### config.mk
export PLATFORM = sky130hd
export DESIGN_NAME = line_assembler_queue
export DESIGN_NICKNAME = d
export VERILOG_FILES = /design/src/sv/lnq_pkg.sv /design/src/sv/line_assembler_queue.sv /design/src/sv/lnq_front.sv /design/src/sv/lnq_cmdq.sv /design/src/sv/lnq_back.sv
export SDC_FILE = /design/constraint.sdc
export NUM_CORES = 2
export LEC_CHECK = 0
export ABC_CLOCK_PERIOD_IN_PS = 6860
export BUFFER_PORTS_ARGS = -buffer_cell sky130_fd_sc_hd__buf_2
export CAP_MARGIN = 25
export CORE_MARGIN = 5
export CORE_UTILIZATION = 25
export CTS_CLUSTER_DIAMETER = 30
export DETAILED_ROUTE_END_ITERATION = 8
export PLACE_DENSITY = 0.46
export SLEW_MARGIN = 30
export SYNTH_ARGS = -nofsm -noshare
export SYNTH_HDL_FRONTEND = slang
export SYNTH_SLANG_ARGS = --single-unit
### constraint.sdc
create_clock -name clk_i -period 6.86 [get_ports clk_i]
set_clock_uncertainty 0.15 [all_clocks]
set_input_delay 0.343 -clock clk_i [delete_from_list [all_inputs] [get_ports clk_i]]
set_output_delay 0.343 -clock clk_i [all_outputs]
set_load 0.02 [all_outputs]
### src/sv/lnq_pkg.sv
// Package for the line assembler queue: request/result structs, command codes,
// back-end states and character constants. No dependencies.
package lnq_pkg;

  localparam logic [7:0] CH_CR = 8'h0D;
  localparam logic [7:0] CH_LF = 8'h0A;

  localparam logic [1:0] ACT_RX_BYTE  = 2'd0;
  localparam logic [1:0] ACT_UART_ERR = 2'd1;
  localparam logic [1:0] ACT_POP      = 2'd2;

  // command queue between front and back
  localparam int unsigned CMDQ_DEPTH = 4;
  localparam int unsigned CMDQ_PW    = $clog2(CMDQ_DEPTH);

  typedef struct packed {
    logic [1:0]  action;
    logic [7:0]  rx_byte;
    logic [31:0] rx_time;
  } req_t;

  typedef struct packed {
    logic [7:0]  line_byte;
    logic [6:0]  line_length;
    logic [31:0] line_time;
    logic        is_last;
    logic        queue_empty;
    logic [15:0] drop_total;
  } rsp_t;

  typedef enum logic [1:0] {
    CMD_CHAR,
    CMD_LF,
    CMD_ERR,
    CMD_POP
  } cmd_kind_e;

  typedef struct packed {
    cmd_kind_e   kind;
    logic [7:0]  data;
    logic [31:0] stamp;
  } cmd_t;

  typedef enum logic {
    BK_IDLE,
    BK_POP
  } back_state_e;

endpackage

### src/sv/line_assembler_queue.sv
// Top level of the line assembler queue: front decoder, command FIFO, back end.
// Depends on lnq_pkg, lnq_front, lnq_cmdq, lnq_back.
//
//   channel   | ports                        | handshake
//   ----------+------------------------------+-------------------------------
//   request   | start_i, busy_o, req_i       | taken when start_i && !busy_o
//   result    | rsp_valid_o, rsp_o           | each result shown once, no stall
//
// A byte or error request, and a pop of an empty queue or empty line, is handled
// by the back end in its idle state; a pop of a line of L bytes goes on in the pop
// state with one line store read per cycle, each result appearing in the cycle
// after its read.
// busy_o rises only when the four-entry command FIFO is full.
// Reset clears the pointers, counters and flags; line storage is not cleared.
module line_assembler_queue import lnq_pkg::*; #(
  parameter int unsigned LINE_MAX    = 64,
  parameter int unsigned QUEUE_DEPTH = 4
) (
  input  logic clk_i,
  input  logic rst_ni,
  input  logic start_i,
  output logic busy_o,
  input  req_t req_i,
  output logic rsp_valid_o,
  output rsp_t rsp_o
);

  logic push;
  cmd_t front_cmd;
  logic q_valid;
  cmd_t q_cmd;
  logic q_pop;

  lnq_front u_front (
    .start_i (start_i),
    .busy_i  (busy_o),
    .req_i   (req_i),
    .push_o  (push),
    .cmd_o   (front_cmd)
  );

  lnq_cmdq u_cmdq (
    .clk_i   (clk_i),
    .rst_ni  (rst_ni),
    .push_i  (push),
    .cmd_i   (front_cmd),
    .full_o  (busy_o),
    .valid_o (q_valid),
    .cmd_o   (q_cmd),
    .pop_i   (q_pop)
  );

  lnq_back #(
    .LINE_MAX    (LINE_MAX),
    .QUEUE_DEPTH (QUEUE_DEPTH)
  ) u_back (
    .clk_i       (clk_i),
    .rst_ni      (rst_ni),
    .cmd_valid_i (q_valid),
    .cmd_i       (q_cmd),
    .cmd_pop_o   (q_pop),
    .rsp_valid_o (rsp_valid_o),
    .rsp_o       (rsp_o)
  );

endmodule

### src/sv/lnq_front.sv
// Front end: decodes an accepted request into a back-end command.
// Carriage returns and the unused action code produce no command. Uses lnq_pkg.
module lnq_front import lnq_pkg::*; (
  input  logic start_i,
  input  logic busy_i,
  input  req_t req_i,
  output logic push_o,
  output cmd_t cmd_o
);

  logic keep;

  always_comb begin
    keep        = 1'b0;
    cmd_o.kind  = CMD_CHAR;
    cmd_o.data  = req_i.rx_byte;
    cmd_o.stamp = req_i.rx_time;
    unique case (req_i.action)
      ACT_RX_BYTE: begin
        keep       = (req_i.rx_byte != CH_CR);
        cmd_o.kind = (req_i.rx_byte == CH_LF) ? CMD_LF : CMD_CHAR;
      end
      ACT_UART_ERR: begin
        keep       = 1'b1;
        cmd_o.kind = CMD_ERR;
      end
      ACT_POP: begin
        keep       = 1'b1;
        cmd_o.kind = CMD_POP;
      end
      default: keep = 1'b0;
    endcase
  end

  assign push_o = start_i && !busy_i && keep;

endmodule

### src/sv/lnq_cmdq.sv
// Short command FIFO between the front and back ends.
// Uses lnq_pkg for the command type and depth.
module lnq_cmdq import lnq_pkg::*; (
  input  logic clk_i,
  input  logic rst_ni,
  input  logic push_i,
  input  cmd_t cmd_i,
  output logic full_o,
  output logic valid_o,
  output cmd_t cmd_o,
  input  logic pop_i
);

  cmd_t                entry_q [CMDQ_DEPTH];
  logic [CMDQ_PW-1:0]  wr_ptr_q, wr_ptr_d;
  logic [CMDQ_PW-1:0]  rd_ptr_q, rd_ptr_d;
  logic [CMDQ_PW:0]    count_q, count_d;
  logic                do_pop;

  assign full_o  = (count_q == (CMDQ_PW+1)'(CMDQ_DEPTH));
  assign valid_o = (count_q != '0);
  assign cmd_o   = entry_q[rd_ptr_q];
  assign do_pop  = pop_i && valid_o;

  always_comb begin
    wr_ptr_d = wr_ptr_q;
    rd_ptr_d = rd_ptr_q;
    count_d  = count_q;
    if (push_i) begin
      wr_ptr_d = (wr_ptr_q == CMDQ_PW'(CMDQ_DEPTH - 1)) ? '0 : wr_ptr_q + 1'b1;
    end
    if (do_pop) begin
      rd_ptr_d = (rd_ptr_q == CMDQ_PW'(CMDQ_DEPTH - 1)) ? '0 : rd_ptr_q + 1'b1;
    end
    if (push_i && !do_pop) begin
      count_d = count_q + 1'b1;
    end else if (do_pop && !push_i) begin
      count_d = count_q - 1'b1;
    end
  end

  always_ff @(posedge clk_i or negedge rst_ni) begin
    if (!rst_ni) begin
      wr_ptr_q <= '0;
      rd_ptr_q <= '0;
      count_q  <= '0;
    end else begin
      wr_ptr_q <= wr_ptr_d;
      rd_ptr_q <= rd_ptr_d;
      count_q  <= count_d;
    end
  end

  always_ff @(posedge clk_i) begin
    if (push_i) begin
      entry_q[wr_ptr_q] <= cmd_i;
    end
  end

endmodule

### src/sv/lnq_back.sv
// Back end: assembles lines straight into the free ring slot of the line store,
// commits or drops them on line feed and streams popped lines out. Uses lnq_pkg.
module lnq_back import lnq_pkg::*; #(
  parameter int unsigned LINE_MAX    = 64,
  parameter int unsigned QUEUE_DEPTH = 4
) (
  input  logic clk_i,
  input  logic rst_ni,
  input  logic cmd_valid_i,
  input  cmd_t cmd_i,
  output logic cmd_pop_o,
  output logic rsp_valid_o,
  output rsp_t rsp_o
);

  localparam int unsigned SW        = $clog2(QUEUE_DEPTH);
  localparam int unsigned LW        = $clog2(LINE_MAX + 1);
  localparam int unsigned IW        = (LINE_MAX > 1) ? $clog2(LINE_MAX) : 1;
  localparam int unsigned MEM_DEPTH = QUEUE_DEPTH * LINE_MAX;
  localparam int unsigned AW        = $clog2(MEM_DEPTH);

  back_state_e      state_q, state_d;
  logic [LW-1:0]    plen_q, plen_d;
  logic             overlong_q, overlong_d;
  logic [SW-1:0]    wslot_q, wslot_d;
  logic [SW-1:0]    rslot_q, rslot_d;
  logic [15:0]      drop_q, drop_d;
  logic [LW-1:0]    cnt_q, cnt_d;

  logic [LW-1:0]    slot_len_q  [QUEUE_DEPTH];
  logic [31:0]      slot_time_q [QUEUE_DEPTH];
  logic             slot_we;

  logic [7:0]       mem [MEM_DEPTH];
  logic             mem_we;
  logic [AW-1:0]    mem_waddr, mem_raddr;
  logic [7:0]       rdata_q;

  logic             stg_valid_q, stg_valid_d;
  logic             stg_mem_q, stg_mem_d;
  rsp_t             stg_q, stg_d;

  logic [SW-1:0]    wnext, rnext;
  logic [LW-1:0]    cur_len;

  function automatic logic [AW-1:0] slot_base(input logic [SW-1:0] slot);
    return AW'(slot) * AW'(LINE_MAX);
  endfunction

  assign wnext     = (wslot_q == SW'(QUEUE_DEPTH - 1)) ? '0 : wslot_q + 1'b1;
  assign rnext     = (rslot_q == SW'(QUEUE_DEPTH - 1)) ? '0 : rslot_q + 1'b1;
  assign cur_len   = slot_len_q[rslot_q];
  assign mem_waddr = slot_base(wslot_q) + AW'(plen_q[IW-1:0]);
  assign mem_raddr = slot_base(rslot_q) + AW'(cnt_q[IW-1:0]);
  assign cmd_pop_o = (state_q == BK_IDLE);

  always_comb begin
    state_d     = state_q;
    plen_d      = plen_q;
    overlong_d  = overlong_q;
    wslot_d     = wslot_q;
    rslot_d     = rslot_q;
    drop_d      = drop_q;
    cnt_d       = cnt_q;
    slot_we     = 1'b0;
    mem_we      = 1'b0;
    stg_valid_d = 1'b0;
    stg_mem_d   = 1'b0;
    stg_d       = '0;
    unique case (state_q)
      BK_IDLE: begin
        if (cmd_valid_i) begin
          unique case (cmd_i.kind)
            CMD_CHAR: begin
              if (plen_q < LW'(LINE_MAX)) begin
                mem_we = 1'b1;
                plen_d = plen_q + 1'b1;
              end else begin
                overlong_d = 1'b1;
              end
            end
            CMD_LF: begin
              if (overlong_q || wnext == rslot_q) begin
                drop_d = drop_q + 16'd1;
              end else begin
                slot_we = 1'b1;
                wslot_d = wnext;
              end
              plen_d     = '0;
              overlong_d = 1'b0;
            end
            CMD_ERR: begin
              drop_d     = drop_q + 16'd1;
              plen_d     = '0;
              overlong_d = 1'b1;
            end
            CMD_POP: begin
              if (rslot_q == wslot_q) begin
                stg_valid_d       = 1'b1;
                stg_d.queue_empty = 1'b1;
                stg_d.drop_total  = drop_q;
              end else if (cur_len == '0) begin
                stg_valid_d      = 1'b1;
                stg_d.line_time  = slot_time_q[rslot_q];
                stg_d.is_last    = 1'b1;
                stg_d.drop_total = drop_q;
                rslot_d          = rnext;
              end else begin
                cnt_d   = '0;
                state_d = BK_POP;
              end
            end
            default: ;
          endcase
        end
      end
      BK_POP: begin
        // one store read per cycle; byte lands in rdata_q with the stage
        stg_valid_d       = 1'b1;
        stg_mem_d         = 1'b1;
        stg_d.line_length = 7'(cur_len);
        stg_d.line_time   = slot_time_q[rslot_q];
        stg_d.is_last     = (cnt_q + 1'b1 == cur_len);
        stg_d.drop_total  = drop_q;
        cnt_d             = cnt_q + 1'b1;
        if (cnt_q + 1'b1 == cur_len) begin
          rslot_d = rnext;
          state_d = BK_IDLE;
        end
      end
      default: state_d = BK_IDLE;
    endcase
  end

  always_ff @(posedge clk_i or negedge rst_ni) begin
    if (!rst_ni) begin
      state_q     <= BK_IDLE;
      plen_q      <= '0;
      overlong_q  <= 1'b0;
      wslot_q     <= '0;
      rslot_q     <= '0;
      drop_q      <= '0;
      cnt_q       <= '0;
      stg_valid_q <= 1'b0;
    end else begin
      state_q     <= state_d;
      plen_q      <= plen_d;
      overlong_q  <= overlong_d;
      wslot_q     <= wslot_d;
      rslot_q     <= rslot_d;
      drop_q      <= drop_d;
      cnt_q       <= cnt_d;
      stg_valid_q <= stg_valid_d;
    end
  end

  always_ff @(posedge clk_i) begin
    stg_q     <= stg_d;
    stg_mem_q <= stg_mem_d;
    if (slot_we) begin
      slot_len_q[wslot_q]  <= plen_q;
      slot_time_q[wslot_q] <= cmd_i.stamp;
    end
  end

  // line store: one write port, one registered read port
  always_ff @(posedge clk_i) begin
    if (mem_we) begin
      mem[mem_waddr] <= cmd_i.data;
    end
    rdata_q <= mem[mem_raddr];
  end

  assign rsp_valid_o = stg_valid_q;

  always_comb begin
    rsp_o           = stg_q;
    rsp_o.line_byte = stg_mem_q ? rdata_q : 8'd0;
  end

endmodule
==> flow_metrics.env <==
export IMPL_status="finished, final reports clean"
export IMPL_clk_pin_slew_worst_paths_ns=0.05
export IMPL_synthFlopType="edfxtp_1"
export IMPL_cp_max_fo=35
export IMPL_drive_gt1_share_pct=28.1
export IMPL_tightest_slew_ns=1.05
export IMPL_cts_root_buffer="clkbuf_16"
export IMPL_vias=48021
export IMPL_final_core_util_pct=31.3
export IMPL_wl_per_cell_um=25.3
export IMPL_hold_violations=0
export IMPL_cellPowerDensity_nw_per_um2=480
export IMPL_grt_max_degree=177
export IMPL_setup_viol=0
export IMPL_ant_nets=0
export IMPL_syn_cell_area_sq_um=95700
export IMPL_die_x_um=629
export IMPL_antenna_found_initial=23
export IMPL_dieHeight_um=629
export IMPL_seq_area_sq_um=73700
export IMPL_pwr_share_clk_pct=40.9
export IMPL_syn_inst=4680
export IMPL_internal_power_mw=39.5
export IMPL_cts_resized=0
export IMPL_track_usage_pct=13.2
export IMPL_pin_count=112
export IMPL_drt_total_wl_um=268000
export IMPL_p_switching_mw=17.8
export IMPL_relSlewSlack_pct=30.1
export IMPL_synth_enable_flop_cells=2372
export IMPL_crit_buf_inv=4
export IMPL_avgSynthCellArea_sq_um=20.5
export IMPL_cts_tree="done"
export IMPL_viasPerCell=4.53
export IMPL_ys_async_sr_fraction_pct=1.77
export IMPL_cts_sinks=2482
export IMPL_rows=227
export IMPL_yosys_warnings=0
export IMPL_crit_path_frequent_cell="buf_4"
export IMPL_synth_top_area_share_pct=74.4
export IMPL_grt_pass1_vias=50524
export IMPL_path_class="flip-flop to flip-flop"
export IMPL_finalNetCount=5218
export IMPL_dp_hpwl_um=156000
export IMPL_wl_met3_um=15600
export IMPL_drt_met1_wl_um=115000
export IMPL_crit_path_max_incr_delay_ns=1.01
export IMPL_grt_pass1_wl_um=383000
export IMPL_drtIter0Drc=4028
export IMPL_maxCapViolations=0
export IMPL_max_freq_mhz=221
export IMPL_gp_routability_congestion=0.767
export IMPL_layout_common_cells="2,372 x edfxtp_1, 490 x mux4_2, 473 x clkbuf_16"
export IMPL_power_leakage_nw=38.3
export IMPL_crit_path_end_kind="flip-flop"
export IMPL_cp_slowest_cell="dfrtp_4"
export IMPL_pwr_share_comb_pct=24.6
export IMPL_fin_crit_ns=4.53
export IMPL_cp_data_required_time_ns=7.45
export IMPL_synth_seq_cells=2482
export IMPL_synth_largest_area_cell="edfxtp_1"
export IMPL_final_common_cell="edfxtp_1"
export IMPL_numPortBuffers=111
export IMPL_syn_num_nets=4749
export IMPL_rsz0062_at_grt="false"
export IMPL_yosys_top_cells_area="edfxtp_1 74%, mux4_2 12%, mux2i_1 2.6%, dfxtp_1 1.4%, nor2_1 1.3%"
export IMPL_h_tree_depth=5
export IMPL_clk_latency_ns=0.94
export IMPL_switching_share_pct=31.1
export IMPL_crit_chain="buf_12 > buf_4 > inv_1 > buf_4 > o21ai_0 > o211ai_1 > o21a_1 > nor4_1 > nor3_1"
export IMPL_grt_ovfl_total=0
export IMPL_fp_dieArea_sq_um=395000
export IMPL_seqPwrFrac_pct=34.5
export IMPL_multi_input_area_sq_um=20800
export IMPL_top_layer="met5"
export IMPL_fin_setup_tns_ns=0
export IMPL_ir_drop_uv=437
export IMPL_drc=0
export IMPL_core_area_sq_um=382000
export IMPL_initial_core_util_pct=25.1
export IMPL_cts_inserted_buffers=468
export IMPL_yosysSeqAreaShare_pct=76.9
export IMPL_min_path_type="input port to flip-flop"
export IMPL_slew_violations=0
export IMPL_crit_family="buffers and inverters"
export IMPL_worst_setup_path_start_kind="flip-flop"
export IMPL_clockBufferDepth=4
export IMPL_dr_pass1_iters=5
export IMPL_fill_cells=36351
export IMPL_worst_ep_arrival_time_ns=5.12
export IMPL_route_met2_wl_um=130000
export IMPL_finalCritPeriodShare_pct=66.0
export IMPL_syn2layout_area_growth_pct=24.8
export IMPL_ys_types=73
[state kept, by name, indices dropped and copies added, names as in the netlist, 2 cells and up]
signal	cells
u_cmdq.rd_ptr_q	2
u_back.cnt_q	7
u_back.plen_q	7
u_back.rdata_q	8
u_cmdq.entry_q	168
u_cmdq.count_q	3
u_back.rsp_o	57
u_back.slot_time_q	128
u_back.wslot_q	2
u_back.drop_q	16
u_cmdq.wr_ptr_q	2
u_back.rslot_q	2
u_back.slot_len_q	28
u_back.mem	2048
[final timing paths]
kind	start	to	slack, ns	cells after the start
min in group asynchronous	rst_ni	u_back.drop_q[15]$_DFFE_PN0P_	0.46	4
setup reg to reg	u_back.cnt_q[0]$_DFFE_PN0P_	u_back.rdata_q[3]$_DFF_P_	2.33	9
hold / removal	req_i[10]	u_cmdq.entry_q[3][10]$_DFFE_PP_	0.07	2
setup / recovery	u_back.cnt_q[0]$_DFFE_PN0P_	u_back.rdata_q[3]$_DFF_P_	2.33	9
max in group asynchronous	rst_ni	u_back.cnt_q[0]$_DFFE_PN0P_	5.52	4
hold reg to reg	u_back.drop_q[15]$_DFFE_PN0P_	u_back.drop_q[15]$_DFFE_PN0P_	0.31	1
[Yosys cell counts (28+ instances only)]
cell,number
o22ai_1,34
buf_4,35
o221ai_1,62
mux4_2,498
buf_2,61
and2_1,28
edfxtp_1,2372
a21oi_1,122
dfxtp_1,66
mux2i_1,247
nor2b_1,60
o21ai_0,53
buf_6,34
clkbuf_1,109
dfrtp_1,44
nand2_1,113
a22oi_1,38
nor2_1,341
[kinds of logic after synthesis]
logic type,after synthesis,share of synthesized area [%]
adders and majority gates,24,0.322
and+or+nand+nor,645,3.02
xor gates and xnor gates,32,0.322
muxes,765,14.6
AOI/OAI and AO/OA,443,3.17
buffers and inverters,289,1.64
DFF,2482,76.9
[area by class of cell]
type                    instances  share of cell area, %
well taps                    5038                   5.28
clock buffers                 529                   10.1
diodes                          5                 0.0105
flip-flops and latches       2482                   61.7
clock inverters               344                   3.56
repair buffers                266                   1.86
multi-input cells            1909                   17.4
inverters                      22                 0.0712
[through the flow]
stage | area (sq um) | power, mW | hold WS, ns | instances | setup WS, ns
final | 119000 | 57.3 | 0.0701 | 10595 | 2.33
after global routing | 119000 | 59.4 | 0.0534 | 10595 | 2.19
after CTS | 119000 | 58.1 | 0.00457 | 10588 | 2.37
after detailed placement | 102000 | 34.5 | 0.308 | 9657 | 2.36
after global placement | 102000 | 34.3 | 0.308 | 9651 | 1.77
after floorplan | 95700 | 28.5 | -0.103 | 4680 | 2.99
[routing by layer]
layer  vias up  track usage, %
met5         -               0
met2      1606            21.7
li1      20375               -
met3       433            2.57
met4        14            3.95
met1     25593            17.6
[power groups by stage]
stage                     clock network, mW  logic (mW)  registers [mW]
after floorplan                           0        8.48            20.0
after global placement                    0        14.3            20.1
after detailed placement                  0        14.4            20.1
after CTS                              23.8        14.5            19.8
after global routing                   24.6        15.0            19.8
final                                  23.5        14.1            19.8
[what timing repair did]
action | in CTS | in global routing
hold endpoints to repair | 214 | 0
setup buffers | 0 | 0
setup endpoints to repair | 0 | 0
hold buffers | 58 | 0
No activity file was read; power rests on OpenSTA's default activity.
